## src/sv/aunp_pkg.sv

```systemverilog
// aunp_pkg: shared types, codes and character helpers for the ascii unsigned
// number parser. no dependencies; every other file of the block imports it.
`default_nettype none

package aunp_pkg;

  localparam int unsigned CFG_DATA_W = 64;
  localparam int unsigned CFG_IDX_W  = 2;
  localparam int unsigned BASE_W     = 6;
  localparam int unsigned CH_W       = 8;
  localparam int unsigned STATUS_W   = 2;
  localparam int unsigned END_W      = 12;

  // configuration register indexes
  typedef enum logic [CFG_IDX_W-1:0] {
    CFG_BASE  = 2'd0,
    CFG_EXACT = 2'd1,
    CFG_MAX   = 2'd2
  } cfg_idx_e;

  // per-string parse phase
  typedef enum logic [2:0] {
    PH_WS      = 3'd0,
    PH_START   = 3'd1,
    PH_ZERO    = 3'd2,
    PH_ZEROX   = 3'd3,
    PH_DIGITS  = 3'd4,
    PH_TRAIL   = 3'd5,
    PH_NEG     = 3'd6,
    PH_BADBASE = 3'd7
  } phase_e;

  typedef enum logic [STATUS_W-1:0] {
    ST_OK      = 2'd0,
    ST_INVALID = 2'd1,
    ST_RANGE   = 2'd2
  } status_e;

  localparam logic [BASE_W-1:0] BASE_RESET = 6'd10;
  localparam logic [BASE_W-1:0] BASE_AUTO  = 6'd0;
  localparam logic [BASE_W-1:0] BASE_MIN   = 6'd2;
  localparam logic [BASE_W-1:0] BASE_OCT   = 6'd8;
  localparam logic [BASE_W-1:0] BASE_DEC   = 6'd10;
  localparam logic [BASE_W-1:0] BASE_HEX   = 6'd16;
  localparam logic [BASE_W-1:0] BASE_MAX   = 6'd36;

  localparam logic [CH_W-1:0] CH_NUL   = 8'h00;
  localparam logic [CH_W-1:0] CH_TAB   = 8'h09;
  localparam logic [CH_W-1:0] CH_CR    = 8'h0D;
  localparam logic [CH_W-1:0] CH_SPACE = 8'h20;
  localparam logic [CH_W-1:0] CH_PLUS  = 8'h2B;
  localparam logic [CH_W-1:0] CH_MINUS = 8'h2D;
  localparam logic [CH_W-1:0] CH_ZERO  = 8'h30;
  localparam logic [CH_W-1:0] CH_NINE  = 8'h39;
  localparam logic [CH_W-1:0] CH_UP_A  = 8'h41;
  localparam logic [CH_W-1:0] CH_UP_X  = 8'h58;
  localparam logic [CH_W-1:0] CH_UP_Z  = 8'h5A;
  localparam logic [CH_W-1:0] CH_LO_A  = 8'h61;
  localparam logic [CH_W-1:0] CH_LO_X  = 8'h78;
  localparam logic [CH_W-1:0] CH_LO_Z  = 8'h7A;
  localparam logic [CH_W-1:0] NO_DIGIT = 8'hFF;
  localparam logic [CH_W-1:0] LETTER_OFS = 8'd10;

  typedef struct packed {
    logic [BASE_W-1:0]     base;
    logic                  exact;
    logic [CFG_DATA_W-1:0] bound;
  } cfg_t;

  typedef struct packed {
    status_e          status;
    logic [END_W-1:0] end_index;
  } res_info_t;

  // digit value of a character in radix 36, NO_DIGIT otherwise
  function automatic logic [CH_W-1:0] digit_of(input logic [CH_W-1:0] c);
    logic [CH_W-1:0] d;
    d = NO_DIGIT;
    if (c >= CH_ZERO && c <= CH_NINE) begin
      d = c - CH_ZERO;
    end else if (c >= CH_LO_A && c <= CH_LO_Z) begin
      d = c - CH_LO_A + LETTER_OFS;
    end else if (c >= CH_UP_A && c <= CH_UP_Z) begin
      d = c - CH_UP_A + LETTER_OFS;
    end
    return d;
  endfunction

  function automatic logic is_space(input logic [CH_W-1:0] c);
    return (c == CH_SPACE) || (c >= CH_TAB && c <= CH_CR);
  endfunction

endpackage

`default_nettype wire

```

## src/sv/aunp_mac.sv

```systemverilog
// aunp_mac: one radix step acc * base + digit with overflow detection.
// depends on aunp_pkg.
`default_nettype none

module aunp_mac
  import aunp_pkg::*;
#(
  parameter int unsigned VALUE_BITS = 64
) (
  input  wire logic [VALUE_BITS-1:0] acc_i,
  input  wire logic [BASE_W-1:0]     base_i,
  input  wire logic [BASE_W-1:0]     digit_i,
  output logic      [VALUE_BITS-1:0] sum_o,
  output logic                       ovf_o
);

  // acc * 63 + 63 still fits in VALUE_BITS + BASE_W bits
  localparam int unsigned PW = VALUE_BITS + BASE_W;

  logic [BASE_W-1:0] mult_base;
  logic [PW-1:0]     full;

  // bases below two multiply as two
  assign mult_base = (base_i < BASE_MIN) ? BASE_MIN : base_i;
  assign full      = PW'(acc_i) * PW'(mult_base) + PW'(digit_i);
  assign sum_o     = full[VALUE_BITS-1:0];
  assign ovf_o     = |full[PW-1:VALUE_BITS];

endmodule

`default_nettype wire

```

## src/sv/aunp_parse_fsm.sv

```systemverilog
// aunp_parse_fsm: per-string parse state, one byte per step, and the result
// fields for a terminating byte. depends on aunp_pkg and aunp_mac.
`default_nettype none

module aunp_parse_fsm
  import aunp_pkg::*;
#(
  parameter int unsigned VALUE_BITS  = 64,
  parameter int unsigned INDEX_LIMIT = 4095
) (
  input  wire logic                  clk_i,
  input  wire logic                  rst_ni,
  input  wire logic                  step_i,
  input  wire logic [CH_W-1:0]       ch_i,
  input  wire cfg_t                  cfg_i,
  output logic      [VALUE_BITS-1:0] value_o,
  output res_info_t                  info_o
);

  localparam int unsigned IW = $clog2(INDEX_LIMIT + 1);
  localparam logic [IW-1:0] IDX_MAX = IW'(INDEX_LIMIT);

  phase_e                phase_q, phase_d;
  logic [VALUE_BITS-1:0] acc_q, acc_d;
  logic [BASE_W-1:0]     wbase_q, wbase_d;
  logic                  ovf_q, ovf_d;
  logic                  dseen_q, dseen_d;
  logic [IW-1:0]         bidx_q, bidx_d;
  logic [IW-1:0]         sidx_q, sidx_d;
  logic                  trail_q, trail_d;

  logic [CH_W-1:0]       dig;
  logic                  acc_go, stop_go, mark_go, trail_force, start_go, take_go;
  logic [BASE_W-1:0]     acc_dig;
  logic [VALUE_BITS-1:0] mac_sum;
  logic                  mac_ovf;
  logic                  term;
  logic [IW-1:0]         end_idx;

  assign term = (ch_i == CH_NUL);

  // phase decision for this byte
  always_comb begin
    dig         = digit_of(ch_i);
    phase_d     = phase_q;
    wbase_d     = wbase_q;
    acc_go      = 1'b0;
    acc_dig     = dig[BASE_W-1:0];
    stop_go     = 1'b0;
    mark_go     = 1'b0;
    trail_force = 1'b0;
    start_go    = 1'b0;
    take_go     = 1'b0;
    unique case (phase_q)
      PH_WS: begin
        if (!is_space(ch_i)) begin
          if (cfg_i.base == BASE_MIN - 6'd1 || cfg_i.base > BASE_MAX) begin
            phase_d = PH_BADBASE;
          end else begin
            wbase_d = cfg_i.base;
            if (ch_i == CH_PLUS) begin
              phase_d = PH_START;
            end else if (ch_i == CH_MINUS) begin
              mark_go = 1'b1;
              phase_d = PH_NEG;
            end else begin
              start_go = 1'b1;
            end
          end
        end
      end
      PH_START: start_go = 1'b1;
      PH_ZERO: begin
        if (ch_i == CH_LO_X || ch_i == CH_UP_X) begin
          mark_go = 1'b1;
          phase_d = PH_ZEROX;
        end else begin
          if (wbase_q == BASE_AUTO) wbase_d = BASE_OCT;
          phase_d = PH_DIGITS;
          take_go = 1'b1;
        end
      end
      PH_ZEROX: begin
        if (dig < CH_W'(BASE_HEX)) begin
          wbase_d = BASE_HEX;
          phase_d = PH_DIGITS;
          take_go = 1'b1;
        end else begin
          trail_force = 1'b1;
          phase_d     = PH_TRAIL;
        end
      end
      PH_DIGITS: take_go = 1'b1;
      default: ;
    endcase
    // first significant byte: a leading zero may open a prefix
    if (start_go) begin
      if ((wbase_d == BASE_AUTO || wbase_d == BASE_HEX) && ch_i == CH_ZERO) begin
        acc_go  = 1'b1;
        acc_dig = '0;
        phase_d = PH_ZERO;
      end else begin
        if (wbase_d == BASE_AUTO) wbase_d = BASE_DEC;
        phase_d = PH_DIGITS;
        take_go = 1'b1;
      end
    end
    // digit of the radix or the stop byte
    if (take_go) begin
      if (dig < CH_W'(wbase_d)) begin
        acc_go = 1'b1;
      end else begin
        stop_go = 1'b1;
        phase_d = PH_TRAIL;
      end
    end
  end

  aunp_mac #(
    .VALUE_BITS (VALUE_BITS)
  ) u_mac (
    .acc_i   (acc_q),
    .base_i  (wbase_d),
    .digit_i (acc_dig),
    .sum_o   (mac_sum),
    .ovf_o   (mac_ovf)
  );

  always_comb begin
    acc_d   = acc_q;
    ovf_d   = ovf_q;
    dseen_d = dseen_q;
    sidx_d  = sidx_q;
    trail_d = trail_q;
    bidx_d  = (bidx_q < IDX_MAX) ? IW'(bidx_q + 1'b1) : bidx_q;
    if (acc_go) begin
      dseen_d = 1'b1;
      if (!ovf_q) begin
        if (mac_ovf) begin
          ovf_d = 1'b1;
          acc_d = '1;
        end else begin
          acc_d = mac_sum;
        end
      end
    end
    if (mark_go) sidx_d = bidx_q;
    if (stop_go) begin
      sidx_d  = bidx_q;
      trail_d = !term;
    end
    if (trail_force) trail_d = 1'b1;
  end

  // result of a terminating byte; no digit is taken on it, so acc_q is final
  always_comb begin
    value_o        = '0;
    info_o.status  = ST_OK;
    end_idx        = '0;
    priority if (phase_d == PH_BADBASE) begin
      info_o.status = ST_INVALID;
    end else if (phase_d == PH_NEG) begin
      info_o.status = ST_INVALID;
      end_idx       = sidx_d;
    end else if (!dseen_q) begin
      info_o.status = ST_INVALID;
    end else if (ovf_q) begin
      info_o.status = ST_RANGE;
      value_o       = '1;
      end_idx       = sidx_d;
    end else begin
      end_idx = sidx_d;
      if (cfg_i.exact && trail_d) begin
        info_o.status = ST_INVALID;
      end else begin
        value_o = acc_q;
        if (cfg_i.exact && CFG_DATA_W'(acc_q) > cfg_i.bound) info_o.status = ST_RANGE;
      end
    end
    info_o.end_index = END_W'(end_idx);
  end

  always_ff @(posedge clk_i or negedge rst_ni) begin
    if (!rst_ni) begin
      phase_q <= PH_WS;
      acc_q   <= '0;
      wbase_q <= '0;
      ovf_q   <= 1'b0;
      dseen_q <= 1'b0;
      bidx_q  <= '0;
      sidx_q  <= '0;
      trail_q <= 1'b0;
    end else if (step_i) begin
      if (term) begin
        phase_q <= PH_WS;
        acc_q   <= '0;
        wbase_q <= '0;
        ovf_q   <= 1'b0;
        dseen_q <= 1'b0;
        bidx_q  <= '0;
        sidx_q  <= '0;
        trail_q <= 1'b0;
      end else begin
        phase_q <= phase_d;
        acc_q   <= acc_d;
        wbase_q <= wbase_d;
        ovf_q   <= ovf_d;
        dseen_q <= dseen_d;
        bidx_q  <= bidx_d;
        sidx_q  <= sidx_d;
        trail_q <= trail_d;
      end
    end
  end

  a_clear_after_term: assert property (@(posedge clk_i) disable iff (!rst_ni)
    step_i && term |=> phase_q == PH_WS && bidx_q == '0 && !dseen_q)
    else $error("string state not cleared after terminator");

  a_ovf_saturates: assert property (@(posedge clk_i) disable iff (!rst_ni)
    ovf_q |-> acc_q == {VALUE_BITS{1'b1}})
    else $error("overflow without saturated value");

  a_no_digit_zero: assert property (@(posedge clk_i) disable iff (!rst_ni)
    !dseen_q |-> acc_q == '0)
    else $error("value accumulated without a digit");

endmodule

`default_nettype wire

```

## config.mk

```make
export PLATFORM = sky130hd
export DESIGN_NAME = aunp_parse_fsm
export DESIGN_NICKNAME = d
export VERILOG_FILES = /design/src/sv/aunp_pkg.sv /design/src/sv/aunp_mac.sv /design/src/sv/aunp_parse_fsm.sv
export SDC_FILE = /design/constraint.sdc
export NUM_CORES = 1
export LEC_CHECK = 0
export BUFFER_PORTS_ARGS = -buffer_cell sky130_fd_sc_hd__buf_2
export CORE_MARGIN = 1.5
export CORE_UTILIZATION = 50
export DETAILED_ROUTE_END_ITERATION = 6
export GPL_TIMING_DRIVEN = 0
export MAX_ROUTING_LAYER = met4
export PLACE_DENSITY = 0.66
export SLEW_MARGIN = 5
export SYNTH_ARGS = -nofsm -noshare
export SYNTH_HDL_FRONTEND = slang
export SYNTH_HIERARCHICAL = 1
export SYNTH_SLANG_ARGS = --single-unit
```

## constraint.sdc

```tcl
create_clock -name clk_i -period 17.25 [get_ports clk_i]
set_clock_uncertainty 0.1 [all_clocks]
set_input_delay 0.8625 -clock clk_i [delete_from_list [all_inputs] [get_ports clk_i]]
set_output_delay 0.8625 -clock clk_i [all_outputs]
set_load 0.01 [all_outputs]
```

==> impl_metrics.toml, run 1 <==
[sta]
min_period_ps = 13430
fin_ws_ps = 3820
tns_ps = 0
worstMarginPinSlew_ps = 1388
grt_setup_unrepaired = "false"
period_share_pct = 77.86
fmax_mhz = 74.46
fin_hold_ws_ps = 291.3
setup_viol = 0
hold_viol = 0
maxSlewHeadroom_pct = 7.471
drv_slew = 0

[critical_path]
r2r-end = "acc_q[60]"
crit_top_cell = "clkbuf_1"
r2r_start = "phase_q[0]"
slowest_delay_ps = 740
reg2reg_slack_ps = 5210
cp_max_fo = 10
required_ps = 17450
crit_path_end_kind = "register"
startpoint_type = "primary input"
slowest_stage = "a21boi_1"
crit_family = "compound AO/OA/AOI/OAI gates"
path_class = "in -> reg"
critPathBufInv = 9
rr_worst_depth = 32
critPathArrivalTime_ps = 13630

[floorplan]
initial_core_util_pct = 50.66
rows = 75
die-area_um2 = 43750
die_y_um = 209.2
io_pins = 160
coreArea_um2 = 41950
die_w_um = 209.2

[yosys]
muxShareOfSynthArea_pct = 0.9185
synthDistinctLibCells = 99
synth_nets = 2875
synth_most_common_cell = "and2_1"
synth_area_um2 = 21250
synth_top_cell_area_share_pct = 23.74
yosys.area.top_type = "fa_1"
synth_xor_area_share_pct = 2.967
synthArstFlopShare_pct = 100.0
synthAdderAreaFrac_pct = 37.05
synth_area_leaders = "fa_1 24%, ha_1 13%, dfrtp_1 12%, and2_1 9.3%, o2bb2ai_2 4.2%"
synth-seq-cells = 100
synth_top_family_by_area = "adder cells"
synthTopCellsByCount = "316 x and2_1, 252 x fa_1, 226 x ha_1, 146 x nor2_1, 135 x inv_1"
ys_seq_area_share_pct = 11.78
synth-simple-area-share_pct = 21.72
ys.warnings.count = 6
synth_cells = 2315
avgSynthCellArea_um2 = 9.179
synth_compound_area_share_pct = 20.13
ys.flop_type = "dfrtp_1"
synth-edff-count = 0

[finish]
stdcell_area_um2 = 23080
area_growth_pct = 8.602
fin_nets = 3045
drive_above_1_share_pct = 12.29
fillers = 3881

[global_routing]
grt_max_degree = 55
grtUsageTotal_pct = 33.03
grt_pass1_vias = 19080
antenna_found_initial = 0
overflow = 0
grt_pass1_wl_mm = 108.0

[run_status]
outcome = "completed"

[pwr]
power_switching_w = 0.0009376
power_frac_clock_pct = 13.9
ir_worst_vdd_mv = 0.09638
seq_power_share_pct = 19.4
power_w = 0.001706
intPower_w = 0.0007686
p_leak_nw = 11.99
p_per_area_nw_per_um2 = 73.93
p_sw_share_pct = 54.95
pwr-share-comb_pct = 66.7

[detailed_routing]
drt_pre_antenna_iters = 5
wl_mm = 67.93
drtIter0Drc = 1243
ant_nets = 0
remaining_drc_errors = 0
wl_per_cell_um = 22.42
post_drt_via_cell_ratio = 6.062
routed-via-count = 18370

[placement]
gp_congestion = 0.9385
placed_area_um2 = 22750
dp_slack_ps = 3656
hpwl_mm = 54.44
io_buffers = 158

[hold_path]
holdCritPathClass = "in -> async"

[clocking]
h-tree-depth = 3
cts_resized = 0
clk_latency_ps = 410
cts_buffers = 9
cts_tree = "done"
clockBufferDepth = 2
cts_setup_buffers = 0
clk_pin_slew_ps = 90
root_buffer = "clkbuf_16"
cts.sinks = 100
ctsHoldBuffers = 0

[flow_run]
cap_violations = 0
-- power groups by stage --
| stage | logic [W] | clock network [W] | registers (W) |
|---|---|---|---|
| after floorplan | 0.000773 | 0 | 0.000302 |
| after global placement | 0.00111 | 0 | 0.000332 |
| after detailed placement | 0.00113 | 0 | 0.000333 |
| after CTS | 0.00113 | 0.000243 | 0.000329 |
| after global routing | 0.00125 | 0.000248 | 0.000336 |
| final | 0.00114 | 0.000237 | 0.000331 |
-- metrics by stage --
step	util [%]	instances
final	55.02	3030
after global placement	54.15	3012
after global routing	55.01	3029
after CTS	55.01	3029
after detailed placement	54.23	3013
after floorplan	-	2315
-- logic make-up (layout without fill, tap and decap cells) --
group | count (synthesis) | count (layout)
adders and majority gates | 478 | 478
buffers and inverters | 267 | 442
DFF | 100 | 100
other | 0 | 1
and+or+nand+nor | 830 | 830
AOI/OAI and AO/OA | 549 | 549
xor gates and xnor gates | 72 | 72
muxes | 19 | 19
-- registers in the layout, indices dropped and copies added, names as in the netlist --
signal	flops
acc_q	64
bidx_q	12
sidx_q	12
wbase_q	6
phase_q	3
dseen_q	1
ovf_q	1
trail_q	1
-- worst register-to-register path: cells and delay by family (launching register included) --
| family | cells | cell delay (ps) |
|---|---|---|
| AO/OA/AOI/OAI | 7 | 2960 |
| flip-flops | 1 | 370 |
| buffers and inverters | 7 | 2320 |
| adder cells (fa/ha/maj) | 5 | 1980 |
| AND/OR/NAND/NOR | 12 | 4040 |
| XOR/XNOR | 1 | 140 |
-- worst max-delay path by stage --
stage | startpoint | end | slack [ps] | cells past startpoint
6_report | ch_i[1] | acc_q[60] | 3820 | 36
5_1_grt | ch_i[1] | acc_q[54] | 3180 | 36
4_1_cts | ch_i[1] | acc_q[60] | 4060 | 36
3_5_place_dp | ch_i[1] | acc_q[60] | 3660 | 36
3_3_place_gp | ch_i[1] | acc_q[54] | 3670 | 36
2_1_floorplan | ch_i[1] | acc_q[53] | 7520 | 37
-- placed cells by master (no fill, tap or decap), types with 16 or more instances in the layout --
cell / Yosys / routed
buf_6: 17 / 18
nor2b_1: 83 / 83
clkbuf_1: 94 / 94
a21o_1: 46 / 46
and3_1: 16 / 16
buf_2: 17 / 174
ha_1: 226 / 226
fa_1: 252 / 252
o21ai_0: 70 / 70
o21a_1: 84 / 84
and2_1: 316 / 316
nand4_1: 42 / 42
a22o_1: 16 / 16
nand3_1: 35 / 35
o2bb2ai_2: 60 / 60
nor2_1: 146 / 146
dfrtp_1: 100 / 100
inv_1: 135 / 135
xnor2_1: 40 / 40
nand2_1: 110 / 110
xor2_1: 32 / 32
a21oi_1: 123 / 123
-- area by class of cell --
cell class	count	area, µm²	area share, %
clock inverter	7	100.1	0.4337
buffer	131	645.6	2.798
inverter	136	510.5	2.212
clock buffer	9	225.2	0.9759
timing repair buffer	159	824.5	3.573
tap	539	674.4	2.922
antenna	1	2.502	0.01084
sequential	100	2502	10.84
multi-input combinational	1948	17590	76.23
-- layer usage --
metal / track usage (%) / vias to the layer above / wire length [µm]
met3: 5.305 / 123 / 4458
met5: - / - / 0
met1: 41.39 / 9200 / 28740
li1: - / 8367 / -
met2: 53.26 / 679 / 31980
met4: 13.62 / 0 / 2747
Power figures use the tool's default switching activity.
==> run 2: changes to the inputs <==
- clock period: 17.25 -> 12.9 ns (I/O delays scaled with it)
==> run 2 against run 1 <==
  * Non-clock buffer count grew 1
  * Clock power increased by 34%
  * Design area rose by 0.16%
  * Power grew 35%
  * Critical endpoint unchanged
  * Sequential share of layout area barely moved
  * Die area is the same
  * Count of clock-buffer cells in the layout unchanged
==> impl_metrics.toml, run 2 (synthesis gave the netlist of run 1 again) <==
[pwr]
p_per_area_nw_per_um2 = 99.35
ir_worst_vdd_mv = 0.1295
p_leak_nw = 12.02

[sta]
min_period_ps = 12300
drv_slew = 0
tns_ps = 0
worstMarginPinSlew_ps = 1388
grt_setup_unrepaired = "false"
fmax_mhz = 81.31
hold_viol = 0
setup_viol = 0
period_share_pct = 95.33
maxSlewHeadroom_pct = 7.498

[critical_path]
startpoint = "ch_i[1]"
cp_max_fo = 10
slowest_delay_ps = 620
slowest_stage = "a211oi_1"
r2r-end = "acc_q[60]"
required_ps = 13100
timing.critical_path.to = "acc_q[60]"
crit_top_cell = "clkbuf_1"
critPathArrivalTime_ps = 12500
reg2reg_slack_ps = 1790
path_class = "in -> reg"
r2r_start = "phase_q[0]"
crit_path_end_kind = "register"
startpoint_type = "primary input"
rr_worst_depth = 32

[flow_run]
cap_violations = 0

[clocking]
clk_pin_slew_ps = 90
root_buffer = "clkbuf_16"
h-tree-depth = 3
cts.sinks = 100
cts_tree = "done"
clk_latency_ps = 410
clockBufferDepth = 2
cts_buffers = 9

[global_routing]
grtUsageTotal_pct = 33.03
grt_pass1_wl_mm = 108.0
antenna_found_initial = 0
overflow = 0
grt_max_degree = 55
grt_pass1_vias = 19080

[hold_path]
holdCritPathClass = "in -> async"

[run_status]
outcome = "completed"

[finish]
layout_common_cells = "316 x and2_1, 252 x fa_1, 226 x ha_1, 174 x buf_2, 145 x nor2_1"
stdcell_area_um2 = 23110
area_growth_pct = 8.773
final_common_cell = "and2_1"
drive_above_1_share_pct = 12.81
largest_reg_flops = 64
top_register = "acc_q"
final_cells = 3031
top_regs = "acc_q x64, bidx_q x12, sidx_q x12"
fin_nets = 3046

[floorplan]
die-area_um2 = 43750
rows = 75
die_w_um = 209.2
coreArea_um2 = 41950
initial_core_util_pct = 50.66
die_y_um = 209.2
io_pins = 160

[detailed_routing]
met2RoutedLength_mm = 32.16
met1Wirelength_mm = 28.76
drt_pre_antenna_iters = 7
ant_nets = 0
wl_met3_mm = 4.401
post_drt_via_cell_ratio = 6.064
routed-via-count = 18380
drtIter0Drc = 1156
highest_layer = "met4"
remaining_drc_errors = 0
wl_per_cell_um = 22.43
wl_mm = 67.99

[placement]
placed_area_um2 = 22750
dp.cells = 3013
gp_congestion = 0.9385
io_buffers = 158
hpwl_mm = 54.44
run 2: cell count changes in the layout (fill, tap and decap cells not counted):
cell / previous run / this run
clkbuf_1: 94 / 86
clkbuf_2: 1 / 9
a21boi_1: 1 / 0
a21boi_2: 0 / 1
buf_4: 1 / 2
nor2_1: 146 / 145
nor2_2: 0 / 1
nor4_1: 9 / 8
nor4_2: 0 / 1
o2111ai_1: 3 / 2
o2111ai_2: 0 / 1
run 2: repair_timing:
action / 4_1_cts / 5_1_grt
setup endpoints to repair: 30 / 65
gates resized for setup: 3 / 17
hold buffers: 0 / 0
setup buffers: 0 / 1
gates cloned: 0 / 0
pin swaps: 0 / 1
run 2: final cells by class:
| class | count | area, µm² |
|---|---|---|
| Fill cell | 3875 | 18830 |
| Multi-Input combinational cell | 1948 | 17610 |
| Sequential cell | 100 | 2502 |
| Timing Repair Buffer | 160 | 832.0 |
| Tap cell | 539 | 674.4 |
| Buffer | 131 | 655.6 |
| Inverter | 136 | 510.5 |
| Clock buffer | 9 | 225.2 |
| Clock inverter | 7 | 100.1 |
| Antenna cell | 1 | 2.502 |
run 2: worst max-delay path: cells and delay by family:
family | cells | cell delay [ps]
AO/OA/AOI/OAI | 9 | 3540
AND/OR/NAND/NOR | 11 | 3370
buffers and inverters | 9 | 2430
adder cells (fa/ha/maj) | 6 | 2340
XOR/XNOR | 1 | 140
run 2: how the worst min path moves through the flow:
stage / from / to / slack (ps) / cells past startpoint
floorplan: rst_ni / acc_q[0] / 250 / 0
global placement: sidx_q[7] / sidx_q[7] / 380 / 1
detailed placement: dseen_q / dseen_q / 380 / 1
CTS: rst_ni / phase_q[0] / 80 / 1
global route: rst_ni / phase_q[0] / 120 / 1
finish: rst_ni / phase_q[0] / 70 / 1
run 2: routing by layer:
layer / global-route usage, % / vias to the layer above
met5: - / -
met4: 13.62 / 0
met3: 5.305 / 118
met2: 53.26 / 656
met1: 41.39 / 9230
li1: - / 8375
run 2: metrics by stage:
step | hold slack (ps) | setup WS, ps | utilization [%] | power, W
finish | 74.80 | 602.0 | 55.11 | 0.002296
global route | 119.2 | 156.5 | 55.10 | 0.002457
CTS | 78.86 | 15.15 | 55.02 | 0.002279
detailed placement | 380.7 | -477.0 | 54.23 | 0.001952
global placement | 382.8 | -463.7 | 54.15 | 0.001923
floorplan | 249.4 | 3383 | - | 0.001438
run 2: power by group:
part	switching, W	internal (W)	total [W]
clock	0.000160	0.000158	0.000318
sequential	0.0000864	0.000356	0.000443
combinational	0.00102	0.000519	0.00154
